## src/rtl/idsd_pkg.sv

```systemverilog
// Shared types, constants and calendar tables for the inclusive date span block.
package idsd_pkg;

	localparam int MONTH_W = 4;
	localparam int DAY_W   = 5;
	localparam int YEAR_W  = 14;
	localparam int DNUM_W  = 23;
	localparam int SPAN_W  = 22;
	localparam int CFG_W   = 14;

	localparam logic [YEAR_W-1:0] MIN_YEAR_RST = 14'd1000;
	localparam logic [YEAR_W-1:0] MAX_YEAR_RST = 14'd9999;
	localparam logic [SPAN_W-1:0] SPAN_MAX     = {SPAN_W{1'b1}};

	// configuration register indexes
	localparam logic CFG_MIN_YEAR = 1'b0;
	localparam logic CFG_MAX_YEAR = 1'b1;

	typedef enum logic [1:0] {
		ST_OK         = 2'd0,
		ST_FIRST_BAD  = 2'd1,
		ST_SECOND_BAD = 2'd2,
		ST_ORDER      = 2'd3
	} status_t;

	// what one lane hands to the merge stage
	typedef struct packed {
		logic              ok;
		logic [DNUM_W-1:0] dnum;
	} lane_res_t;

	function automatic logic [DAY_W-1:0] days_in_month(input logic [MONTH_W-1:0] m);
		logic [DAY_W-1:0] len;
		case (m)
			4'd1, 4'd3, 4'd5, 4'd7, 4'd8, 4'd10, 4'd12: len = 5'd31;
			4'd4, 4'd6, 4'd9, 4'd11:                    len = 5'd30;
			4'd2:                                       len = 5'd28;
			default:                                    len = 5'd0;
		endcase
		return len;
	endfunction

	function automatic logic [8:0] days_before_month(input logic [MONTH_W-1:0] m);
		logic [8:0] n;
		case (m)
			4'd2:    n = 9'd31;
			4'd3:    n = 9'd59;
			4'd4:    n = 9'd90;
			4'd5:    n = 9'd120;
			4'd6:    n = 9'd151;
			4'd7:    n = 9'd181;
			4'd8:    n = 9'd212;
			4'd9:    n = 9'd243;
			4'd10:   n = 9'd273;
			4'd11:   n = 9'd304;
			4'd12:   n = 9'd334;
			default: n = 9'd0;
		endcase
		return n;
	endfunction

	// floor(x / 100) by reciprocal, exact for x below 25600
	function automatic logic [7:0] div100(input logic [14:0] x);
		logic [27:0] p;
		p = 28'(x) * 28'd5243;
		return p[26:19];
	endfunction

	// floor(x / 400) as floor(floor(x / 16) / 25), exact for x below 25600
	function automatic logic [5:0] div400(input logic [14:0] x);
		logic [10:0] t;
		logic [21:0] p;
		t = x[14:4];
		p = 22'(t) * 22'd1311;
		return p[20:15];
	endfunction

endpackage

```

## src/rtl/inclusive_date_span_days.sv

```systemverilog
// Top level of the inclusive date span block: lanes, merge, pipeline control and registers.
//
// Usage
//   Input channel (in_valid / in_stall) carries one request: two Gregorian
//   dates, each as month, day and year. Output channel (out_valid /
//   out_stall) returns span_days, the day count from first to second date
//   with both end days counted, and status (ok, first bad, second bad,
//   out of order). span_days is zero unless status is ok.
//   Configuration: cfg_we writes cfg_data into min_year (index 0) or
//   max_year (index 1); write only while no request is in flight.
// Timing
//   Each request passes through two stages in each date lane (year
//   arithmetic, then checks and day number) and one merge stage that
//   registers the result. One request is taken per cycle while in_stall is low.
// Reset and stall
//   arst_n clears all stage valids and loads min_year 1000, max_year 9999.
//   When out_stall holds a result, the stages behind it keep advancing into
//   empty slots; in_stall rises only once all three stages are occupied.
module inclusive_date_span_days (
	input  logic                             clk,
	input  logic                             arst_n,
	input  logic                             in_valid,
	output logic                             in_stall,
	input  logic [idsd_pkg::MONTH_W-1:0]     first_month,
	input  logic [idsd_pkg::DAY_W-1:0]       first_day,
	input  logic [idsd_pkg::YEAR_W-1:0]      first_year,
	input  logic [idsd_pkg::MONTH_W-1:0]     second_month,
	input  logic [idsd_pkg::DAY_W-1:0]       second_day,
	input  logic [idsd_pkg::YEAR_W-1:0]      second_year,
	output logic                             out_valid,
	input  logic                             out_stall,
	output logic [idsd_pkg::SPAN_W-1:0]      span_days,
	output logic [1:0]                       status,
	input  logic                             cfg_we,
	input  logic                             cfg_index,
	input  logic [idsd_pkg::CFG_W-1:0]       cfg_data
);
	import idsd_pkg::*;

	// configuration registers
	logic [YEAR_W-1:0] min_year_q;
	logic [YEAR_W-1:0] max_year_q;

	always_ff @(posedge clk or negedge arst_n) begin
		if (!arst_n) begin
			min_year_q <= MIN_YEAR_RST;
			max_year_q <= MAX_YEAR_RST;
		end else if (cfg_we) begin
			case (cfg_index)
				CFG_MIN_YEAR: min_year_q <= cfg_data;
				CFG_MAX_YEAR: max_year_q <= cfg_data;
				default: ;
			endcase
		end
	end

	// stage valids and enables: a stage advances when it is empty or
	// when the stage ahead of it advances
	logic valid_s1;
	logic valid_s2;
	logic valid_s3;
	logic en_s1;
	logic en_s2;
	logic en_s3;

	assign en_s3    = !valid_s3 || !out_stall;
	assign en_s2    = !valid_s2 || en_s3;
	assign en_s1    = !valid_s1 || en_s2;
	assign in_stall = !en_s1;

	always_ff @(posedge clk or negedge arst_n) begin
		if (!arst_n) begin
			valid_s1 <= 1'b0;
			valid_s2 <= 1'b0;
			valid_s3 <= 1'b0;
		end else begin
			if (en_s1) begin
				valid_s1 <= in_valid;
			end
			if (en_s2) begin
				valid_s2 <= valid_s1;
			end
			if (en_s3) begin
				valid_s3 <= valid_s2;
			end
		end
	end

	// one lane per date
	lane_res_t first_res_s2;
	lane_res_t second_res_s2;

	idsd_lane u_lane_first (
		.clk      (clk),
		.en_s1    (en_s1),
		.en_s2    (en_s2),
		.month    (first_month),
		.day      (first_day),
		.year     (first_year),
		.min_year (min_year_q),
		.max_year (max_year_q),
		.res_s2   (first_res_s2)
	);

	idsd_lane u_lane_second (
		.clk      (clk),
		.en_s1    (en_s1),
		.en_s2    (en_s2),
		.month    (second_month),
		.day      (second_day),
		.year     (second_year),
		.min_year (min_year_q),
		.max_year (max_year_q),
		.res_s2   (second_res_s2)
	);

	// merge both lanes into the output register
	status_t status_q;

	idsd_merge u_merge (
		.clk        (clk),
		.en         (en_s3),
		.first_res  (first_res_s2),
		.second_res (second_res_s2),
		.span_q     (span_days),
		.status_q   (status_q)
	);

	assign status    = status_q;
	assign out_valid = valid_s3;

endmodule

```

## src/rtl/idsd_lane.sv

```systemverilog
// One date lane: checks a date and forms its day number over two stages.
module idsd_lane (
	input  logic                             clk,
	input  logic                             en_s1,
	input  logic                             en_s2,
	input  logic [idsd_pkg::MONTH_W-1:0]     month,
	input  logic [idsd_pkg::DAY_W-1:0]       day,
	input  logic [idsd_pkg::YEAR_W-1:0]      year,
	input  logic [idsd_pkg::YEAR_W-1:0]      min_year,
	input  logic [idsd_pkg::YEAR_W-1:0]      max_year,
	output idsd_pkg::lane_res_t              res_s2
);
	import idsd_pkg::*;

	logic [MONTH_W-1:0] month_s1;
	logic [DAY_W-1:0]   day_s1;
	logic [YEAR_W-1:0]  year_s1;
	logic [7:0]         q100_s1;
	logic [7:0]         c100_s1;
	logic [5:0]         c400_s1;
	logic [DNUM_W-1:0]  y365_s1;

	logic [14:0] year_x;
	logic [14:0] y99;
	logic [14:0] y399;

	assign year_x = {1'b0, year};
	assign y99    = year_x + 15'd99;
	assign y399   = year_x + 15'd399;

	// stage 1: constant multiplies and divides of the year
	always_ff @(posedge clk) begin
		if (en_s1) begin
			month_s1 <= month;
			day_s1   <= day;
			year_s1  <= year;
			q100_s1  <= div100(year_x);
			c100_s1  <= div100(y99);
			c400_s1  <= div400(y399);
			y365_s1  <= DNUM_W'(year) * 23'd365;
		end
	end

	logic [14:0]       cent_x100;
	logic              cent_year;
	logic              leap;
	logic [DAY_W-1:0]  mlen;
	logic              ok;
	logic [14:0]       y3;
	logic [DNUM_W-1:0] dnum;

	assign cent_x100 = 15'(q100_s1 * 15'd100);
	assign cent_year = (cent_x100 == {1'b0, year_s1});
	// leap: divisible by 4, and either not a century or a century divisible by 4
	assign leap = (year_s1[1:0] == 2'd0) && (!cent_year || (q100_s1[1:0] == 2'd0));

	always_comb begin
		mlen = days_in_month(month_s1);
		if (month_s1 == 4'd2 && leap) begin
			mlen = 5'd29;
		end
	end

	assign ok = (month_s1 >= 4'd1) && (month_s1 <= 4'd12) && (day_s1 != '0)
		&& (day_s1 <= mlen) && (year_s1 >= min_year) && (year_s1 <= max_year);

	assign y3 = {1'b0, year_s1} + 15'd3;

	assign dnum = y365_s1 + DNUM_W'(y3[14:2]) - DNUM_W'(c100_s1) + DNUM_W'(c400_s1)
		+ DNUM_W'(days_before_month(month_s1))
		+ DNUM_W'((month_s1 > 4'd2) && leap) + DNUM_W'(day_s1) - 23'd1;

	// stage 2: hold validity and day number for the merge
	always_ff @(posedge clk) begin
		if (en_s2) begin
			res_s2.ok   <= ok;
			res_s2.dnum <= dnum;
		end
	end

endmodule

```

## src/rtl/idsd_merge.sv

```systemverilog
// Merge stage: orders the two day numbers, forms the inclusive span and status.
module idsd_merge (
	input  logic                          clk,
	input  logic                          en,
	input  idsd_pkg::lane_res_t           first_res,
	input  idsd_pkg::lane_res_t           second_res,
	output logic [idsd_pkg::SPAN_W-1:0]   span_q,
	output idsd_pkg::status_t             status_q
);
	import idsd_pkg::*;

	logic              reversed;
	logic [DNUM_W:0]   diff;
	logic [SPAN_W-1:0] span;
	status_t           status;

	assign reversed = second_res.dnum < first_res.dnum;
	assign diff     = {1'b0, second_res.dnum} - {1'b0, first_res.dnum} + 24'd1;

	always_comb begin
		span = '0;
		if (!first_res.ok) begin
			status = ST_FIRST_BAD;
		end else if (!second_res.ok) begin
			status = ST_SECOND_BAD;
		end else if (reversed) begin
			status = ST_ORDER;
		end else begin
			status = ST_OK;
			// clamp spans that the year registers allow beyond the field
			if (diff > {2'b00, SPAN_MAX}) begin
				span = SPAN_MAX;
			end else begin
				span = diff[SPAN_W-1:0];
			end
		end
	end

	always_ff @(posedge clk) begin
		if (en) begin
			span_q   <= span;
			status_q <= status;
		end
	end

endmodule

```

## config.mk

```make
export PLATFORM = sky130hd
export DESIGN_NAME = inclusive_date_span_days
export DESIGN_NICKNAME = d
export VERILOG_FILES = /design/src/rtl/idsd_pkg.sv /design/src/rtl/inclusive_date_span_days.sv /design/src/rtl/idsd_lane.sv /design/src/rtl/idsd_merge.sv
export SDC_FILE = /design/constraint.sdc
export NUM_CORES = 2
export LEC_CHECK = 0
export BUFFER_PORTS_ARGS = -buffer_cell sky130_fd_sc_hd__buf_2
export CORE_ASPECT_RATIO = 0.5
export CORE_MARGIN = 2
export CORE_UTILIZATION = 40
export CTS_CLUSTER_DIAMETER = 80
export DETAILED_ROUTE_END_ITERATION = 8
export SLEW_MARGIN = 30
export SYNTH_ARGS = -nofsm -noshare
export SYNTH_HDL_FRONTEND = slang
export SYNTH_HIERARCHICAL = 1
export SYNTH_SLANG_ARGS = --single-unit
```

## constraint.sdc

```tcl
create_clock -name clk -period 6.45 [get_ports clk]
set_clock_uncertainty 0.1 [all_clocks]
set_input_delay 0.9675 -clock clk [delete_from_list [all_inputs] [get_ports clk]]
set_output_delay 0.9675 -clock clk [all_outputs]
set_load 0.05 [all_outputs]
```

# [Word-level counts from Yosys, hierarchy flattened]
# Memories as Yosys holds them, arrays and structs flattened. A register that Yosys moved wholly into a read port is not among the register bits.
# Cells that the tools add are included.
[totals] ff_bits=239 mem_bits_ro=448 input_bits=66 out_inout_bits=26 wordCells=128 memories=4
[mem_list] memory="(name not given)" depth=16 width=9 read_ports=1 rd_clocked_by_memory_dff=1 write_ports=0 line_no="idsd_pkg.sv:45" rtl="case (m)"
[mem_list] memory="(name not given)" depth=16 width=9 read_ports=1 rd_clocked_by_memory_dff=1 write_ports=0 line_no="idsd_pkg.sv:45"
[mem_list] memory="(name not given)" depth=16 width=5 read_ports=1 rd_clocked_by_memory_dff=1 write_ports=0 line_no="idsd_pkg.sv:34" rtl="case (m)"
[mem_list] memory="(name not given)" depth=16 width=5 read_ports=1 rd_clocked_by_memory_dff=1 write_ports=0 line_no="idsd_pkg.sv:34"
[classes] add_sub_neg=22 n_mul=10 n_lt_le_gt_ge=14 eq_ne=4 mux=9 bitwise=3 n_reduce_logical=37
[op_table] operator="multiplier 14 x 13 -> 27 bit, second input constant" n=2
[op_table] operator="multiplier 15 x 13 -> 27 bit, second input constant" n=2
[op_table] operator="adder 23 x 1 -> 23 bit" n=2
[op_table] operator="adder 23 x 13 -> 23 bit" n=2
[op_table] operator="adder 23 x 5 -> 23 bit" n=2
[op_table] operator="adder 23 x 6 -> 23 bit" n=2
[op_table] operator="adder 23 x 9 -> 23 bit" n=2
[op_table] operator="multiplier 14 x 9 -> 23 bit, second input constant" n=2
[op_table] operator="subtractor 23 x 1 -> 23 bit, second input constant" n=2
[op_table] operator="subtractor 23 x 8 -> 23 bit" n=2
[op_table] operator="multiplier 11 x 11 -> 21 bit, second input constant" n=2
[op_table] operator="adder 14 x 2 -> 15 bit, second input constant" n=2
[op_table] operator="adder 14 x 7 -> 15 bit, second input constant" n=2
[op_table] operator="adder 14 x 9 -> 15 bit, second input constant" n=2
[op_table] operator="== test 15 x 14 -> 1 bit" n=2
[op_table] operator=">= comparator 14 bit" n=2
[op_table] operator="less-or-equal comparator 14 bit" n=2
[op_table] operator="multiplier 8 x 5 -> 13 bit, second input constant" n=2
[op_table] operator="adder 24 x 1 -> 24 bit, second input constant" n=1
[op_table] operator="> comparator 24 x 22 -> 1 bit, second input constant" n=1
[op_table] operator="subtractor 23 x 23 -> 24 bit" n=1
[op_table] operator="less-than comparator 23 bit" n=1
[op_table] operator="two-way mux 22 bit" n=1
[op_table] operator="logical AND 1 bit" n=16
[op_table] operator="15 further kinds" n=42

# [Depth between registers and ports, before layout]
[logic_depth] word_depth=11 mapped_depth=31 mapped_depth_nobuf=31

# [Hierarchy]
# The synthesis kept the hierarchy.
[by_module_without_submodules] module="idsd_lane at u_lane_first" instances=1 cells_per_inst=1900 area_each_um2=19257.2 seq_area_each_um2=2942.8
[by_module_without_submodules] module="idsd_lane at u_lane_second" instances=1 cells_per_inst=1828 area_each_um2=18783.0 seq_area_each_um2=2942.8
[by_module_without_submodules] module="idsd_merge" instances=1 cells_per_inst=332 area_each_um2=3016.6 seq_area_each_um2=720.7
[by_module_without_submodules] module="inclusive_date_span_days" instances=1 cells_per_inst=70 area_each_um2=1263.7 seq_area_each_um2=793.3

# [Worst setup path before layout]
# OpenSTA, ideal clock, no wires.
[synth_timing] path_kind="in2out" from="in out_stall" to="out in_stall" arrival_time_ns=6.719 t_required_ns=5.382 slack_ns=-1.336 path_stages=2 n_path_buf=0 cell_sequence="nand4_1 -> inv_1"
[synth_between] elab_chain_cells=5
[synth_lines] item="start, declared" line_no="inclusive_date_span_days.sv:31" rtl="input logic out_stall,"
[synth_lines] item="zero test 1 bit" line_no="inclusive_date_span_days.sv:66" rtl="assign en_s3 = !valid_s3 || !out_stall;"
[synth_lines] item="logical OR 1 bit" line_no="inclusive_date_span_days.sv:66"
[synth_lines] item="logical OR 1 bit" line_no="inclusive_date_span_days.sv:67" rtl="assign en_s2 = !valid_s2 || en_s3;"
[synth_lines] item="logical OR 1 bit" line_no="inclusive_date_span_days.sv:68" rtl="assign en_s1 = !valid_s1 || en_s2;"
[synth_lines] item="zero test 1 bit" line_no="inclusive_date_span_days.sv:69" rtl="assign in_stall = !en_s1;"
[synth_lines] item="end, declared" line_no="inclusive_date_span_days.sv:23" rtl="output logic in_stall,"
# No other way between the ends.

# [Worst setup path in the final report]
[layout_timing] from="reg u_lane_first.q100_s1[2]" to="reg u_lane_first/res_s2[22] (netlist bit) (data pin)"
[layout_between] elab_chain_cells=9
[layout_lines] item="start, declared" line_no="idsd_lane.sv:18" rtl="logic [7:0] q100_s1;"
[layout_lines] item="start signal, assigned" line_no="idsd_lane.sv:37" rtl="q100_s1 <= div100(year_x);"
[layout_lines] item="multiplier 8 x 5 -> 13 bit" line_no="idsd_lane.sv:52" rtl="assign cent_x100 = 15'(q100_s1 * 15'd100);"
[layout_lines] item="== test 15 x 14 -> 1 bit" line_no="idsd_lane.sv:53" rtl="assign cent_year = (cent_x100 == {1'b0, year_s1});"
[layout_lines] item="zero test 1 bit" line_no="idsd_lane.sv:55" rtl="assign leap = (year_s1[1:0] == 2'd0) && (!cent_year || (q100_s1[1:0] == 2'd0));"
[layout_lines] item="logical OR 1 bit" line_no="idsd_lane.sv:55"
[layout_lines] item="logical AND 1 bit" line_no="idsd_lane.sv:55"
[layout_lines] item="logical AND 1 bit" line_no="idsd_lane.sv:71" rtl="+ DNUM_W'((month_s1 > 4'd2) && leap) + DNUM_W'(day_s1) - 23'd1;"
[layout_lines] item="adder 23 x 1 -> 23 bit" line_no="idsd_lane.sv:71"
[layout_lines] item="adder 23 x 5 -> 23 bit" line_no="idsd_lane.sv:71"
[layout_lines] item="subtractor 23 x 1 -> 23 bit" line_no="idsd_lane.sv:71"
[layout_lines] item="named net u_lane_first.dnum[22]" line_no="idsd_lane.sv:50" rtl="logic [DNUM_W-1:0] dnum;"
[layout_lines] item="end, declared" line_no="idsd_lane.sv:11" rtl="output idsd_pkg::lane_res_t res_s2"
# The timed path passes the listed nets, and every way through them passes these cells.
# A chain may end at the register's enable or synchronous reset.

==> parameters.txt <==
Parameter                              Value

Route
  Total number of vias    30000
  Final routed wirelength across all metal layers    106000 µm
  Count of routing violations after the opening detailed-route iteration    1545
  First drt pass iteration count    5
  DRC violation count after routing    0
  Routed wirelength normalized by instance count    17.5 µm
  Per-cell via count in the routed design    4.93
  DRT antenna net count    0

Setup path
  CP startpoint kind    flip-flop
  Top cell family by delay on the critical path    adder cells
  Crit Path Category    reg2reg
  Startpoint of the worst register-to-register path    u_lane_first/q100_s1[2]
  Worst path buffer plus inverter count    7
  Setup slack, reg-to-reg    -0.06 ns
  Required time worst endpoint    6.69 ns
  Highest fanout seen on the critical path    3
  Sort of element at the end of the critical path    flip-flop
  Slowest-stage cell, CP    sky130_fd_sc_hd__fa_1
  Worst Reg-to-Reg Cells    29
  Delay contributed by the slowest stage of the critical path    0.47 ns
  Reg2reg end    u_lane_first/res_s2[22]
  CP most frequent cell    sky130_fd_sc_hd__inv_2
  Critical Path AT    6.76 ns

STA
  WHS    0.317 ns
  Setup ws final    -0.0620 ns
  RSZ-0062 raised after global routing    yes
  Clock period minus worst slack    6.51 ns
  Final hold viol count    0
  Slew Limit Fails    0
  Worst-margin pin slew    0.743 ns
  Highest achievable clock rate    154 MHz
  Slew HR    50.4%
  Final number of setup-violating endpoints    3
  Portion of the clock cycle consumed by the worst path in the final layout    101%

Placement
  Number of buffers inserted by port buffering    91
  Final Wtd Congestion    0.937
  Post-Place Setup Slack    -0.817 ns
  Half-perimeter wire length after detailed placement    92300 µm

Die
  Die Outline Area    0.109 mm²
  Top-Level Pins    92
  Effective utilization at floorplan    40.3%
  Die Y    234 µm
  Area of the core    0.105 mm²
  Die width    464 µm
  Rows    84

Clock tree
  Root buf cell    sky130_fd_sc_hd__clkbuf_16
  Clock tree from TritonCTS    built
  Post-CTS clock slew at the launch and capture registers of the worst setup and hold paths    0.07 ns
  Maximum clock insertion buffer count    3
  Count of clock tree sinks    259
  CTS H-Tree Depth    1
  Clock buffers created by TritonCTS    27
  Clk Latency, worst-skew pair    0.60 ns
  CTS Hold Buffers Added    0

GRT
  Initial antenna violation count    12
  Vias in the first global route    31700
  Overflow left after global routing    0
  Largest net degree at the start of global routing    57
  Total routing usage reported by global routing    19.9%
  First-pass GRT wire length    171000 µm

Synth
  Mapped Cells    4130
  Unique masters post-synth    96
  Top cells by count, synth    sky130_fd_sc_hd__inv_1 (1062), sky130_fd_sc_hd__ha_1 (949), sky130_fd_sc_hd__fa_1 (493)
  Post-synthesis sequential element count    259
  EDFF count, synth    204
  Top cell type's share of synthesized area    28.1%
  Largest area contributor in the netlist    sky130_fd_sc_hd__ha_1
  Post-Syn Area per Cell    10.2 µm²
  Most area-consuming cells after synthesis    sky130_fd_sc_hd__ha_1 (28%), sky130_fd_sc_hd__fa_1 (23%), sky130_fd_sc_hd__edfxtp_1 (14%)
  Net count after synthesis    5638
  Synth Warn #    6
  Fraction of synthesis flops using an asynchronous set or reset pin    12.0%
  Post-synthesis sequential area ratio    17.5%
  Predominant post-synthesis flop cell    sky130_fd_sc_hd__edfxtp_1
  Library cell with the highest instance count after synthesis    sky130_fd_sc_hd__inv_1
  Post-synthesis instance area    0.0423 mm²

Final layout
  Count of nets after finishing    6156
  Sequential standard cell area    0.00740 mm²
  Multi-input combinational cell area    0.0323 mm²
  Synth-to-layout area growth    18.3%
  Fraction of layout instances using a drive strength above 1    18.3%
  Fillers    9711

Worst hold path
  HP Class    in2async

Status
  Run status    finished, violations left
  Failing checks    setup timing

Job
  Max Cap Viol    0
-- layer usage --
layer / track usage (%) / part of all wire [%] / up-vias
met3: 1.92 / 3.4 / 87
met1: 29.0 / 49 / 14900
met5: 0 / 0 / -
met4: 2.68 / 1.5 / 0
met2: 32.8 / 46 / 480
li1: - / - / 14600
-- sequential cells by signal, summed over array words and instances (netlist names), 2 cells and up, named ones only --
name	count
u_lane_second/y365_s1	21
max_year_q	14
min_year_q	14
u_lane_second/res_s2	24
u_merge/span_q	22
u_lane_second/month_s1	4
u_lane_first/c100_s1	8
u_lane_second/year_s1	14
u_lane_first/c400_s1	6
u_lane_first/q100_s1	8
u_merge/status_q	2
u_lane_second/c100_s1	8
u_lane_second/c400_s1	6
u_lane_second/day_s1	5
u_lane_first/day_s1	5
u_lane_second/q100_s1	8
u_lane_first/year_s1	14
u_lane_first/month_s1	4
u_lane_first/y365_s1	21
u_lane_first/res_s2	24
-- cells by family after synthesis --
kind of cell / after synthesis / synth area share, %
AOI/OAI and AO/OA: 576 / 9.19
xor gates and xnor gates: 243 / 5.03
adders and majority gates: 1442 / 51.4
buffers and inverters: 1076 / 9.64
DFF: 259 / 17.5
muxes: 41 / 1.24
and+or+nand+nor: 493 / 6.04
-- repair_timing --
item | 4_1_cts | 5_1_grt
pin swaps | 57 | 137
hold endpoints to repair | 0 | 0
resized for setup | 54 | 128
cloned | 0 | 0
setup buffers | 14 | 37
endpoints found under the setup margin | 19 | 50
-- final cells by class --
| class | instances | area share (%) |
|---|---|---|
| diodes | 2 | 0.0100 |
| clock buffers | 35 | 1.51 |
| clock inverters | 15 | 0.342 |
| inverters | 1062 | 8.01 |
| multi-input cells | 2795 | 64.5 |
| flip-flops and latches | 259 | 14.8 |
| well taps | 1419 | 3.55 |
| repair buffers | 503 | 7.29 |
-- metrics by stage --
stage                     instances  TNS (ns)  area, µm²  util [%]
after floorplan                4130    -12.79      42900         -
after CTS                      6052    -0.176      49100      46.7
after global routing           6090     -3.41      50100      47.7
after global placement         5989    -13.27      47800      45.5
after detailed placement       5989    -15.82      47800      45.5
final                          6090   -0.0695      50100      47.7
-- worst max path at each step --
stage,end,slack (ns),startpoint,cells past startpoint
detailed placement,u_lane_second/c100_s1[6],-0.82,second_year[1],25
global route,u_lane_first/res_s2[22],-0.32,u_lane_first/q100_s1[2],27
floorplan,in_stall,-1.34,out_stall,2
finish,u_lane_first/res_s2[22],-0.06,u_lane_first/q100_s1[2],29
CTS,u_lane_first/res_s2[22],-0.11,u_lane_first/q100_s1[2],28
global placement,u_lane_second/c100_s1[6],-0.77,second_year[2],27
-- placed cells by master (no fill, tap or decap), types with 14 or more instances in the layout --
| cell type | instances |
|---|---|
| sky130_fd_sc_hd__a211oi_1 | 21 |
| sky130_fd_sc_hd__inv_2 | 30 |
| sky130_fd_sc_hd__o21ai_0 | 66 |
| sky130_fd_sc_hd__a21oi_2 | 25 |
| sky130_fd_sc_hd__mux2_4 | 20 |
| sky130_fd_sc_hd__o21a_1 | 43 |
| sky130_fd_sc_hd__and3_1 | 22 |
| sky130_fd_sc_hd__ha_4 | 41 |
| sky130_fd_sc_hd__buf_2 | 89 |
| sky130_fd_sc_hd__edfxtp_1 | 204 |
| sky130_fd_sc_hd__buf_4 | 395 |
| sky130_fd_sc_hd__xnor2_1 | 160 |
| sky130_fd_sc_hd__dfxtp_1 | 24 |
| sky130_fd_sc_hd__dfstp_2 | 14 |
| sky130_fd_sc_hd__nor2b_1 | 29 |
| sky130_fd_sc_hd__ha_1 | 899 |
| sky130_fd_sc_hd__buf_6 | 14 |
| sky130_fd_sc_hd__nand2_1 | 105 |
| sky130_fd_sc_hd__nand3_1 | 42 |
| sky130_fd_sc_hd__o211ai_1 | 16 |
| sky130_fd_sc_hd__a21o_1 | 69 |
| sky130_fd_sc_hd__nor2_1 | 106 |
| sky130_fd_sc_hd__a21oi_1 | 152 |
| sky130_fd_sc_hd__inv_1 | 1025 |
| sky130_fd_sc_hd__o21ai_1 | 17 |
| sky130_fd_sc_hd__o21bai_1 | 22 |
| sky130_fd_sc_hd__a31oi_1 | 15 |
| sky130_fd_sc_hd__fa_1 | 483 |
| sky130_fd_sc_hd__dfrtp_1 | 17 |
| sky130_fd_sc_hd__nand4_1 | 39 |
| sky130_fd_sc_hd__nor3_1 | 22 |
| sky130_fd_sc_hd__nand2b_1 | 23 |
| sky130_fd_sc_hd__clkbuf_16 | 28 |
| sky130_fd_sc_hd__xor2_1 | 61 |
Power is not shown: default switching activity piles up to over one toggle a cycle in this logic, so the estimate is an artifact.
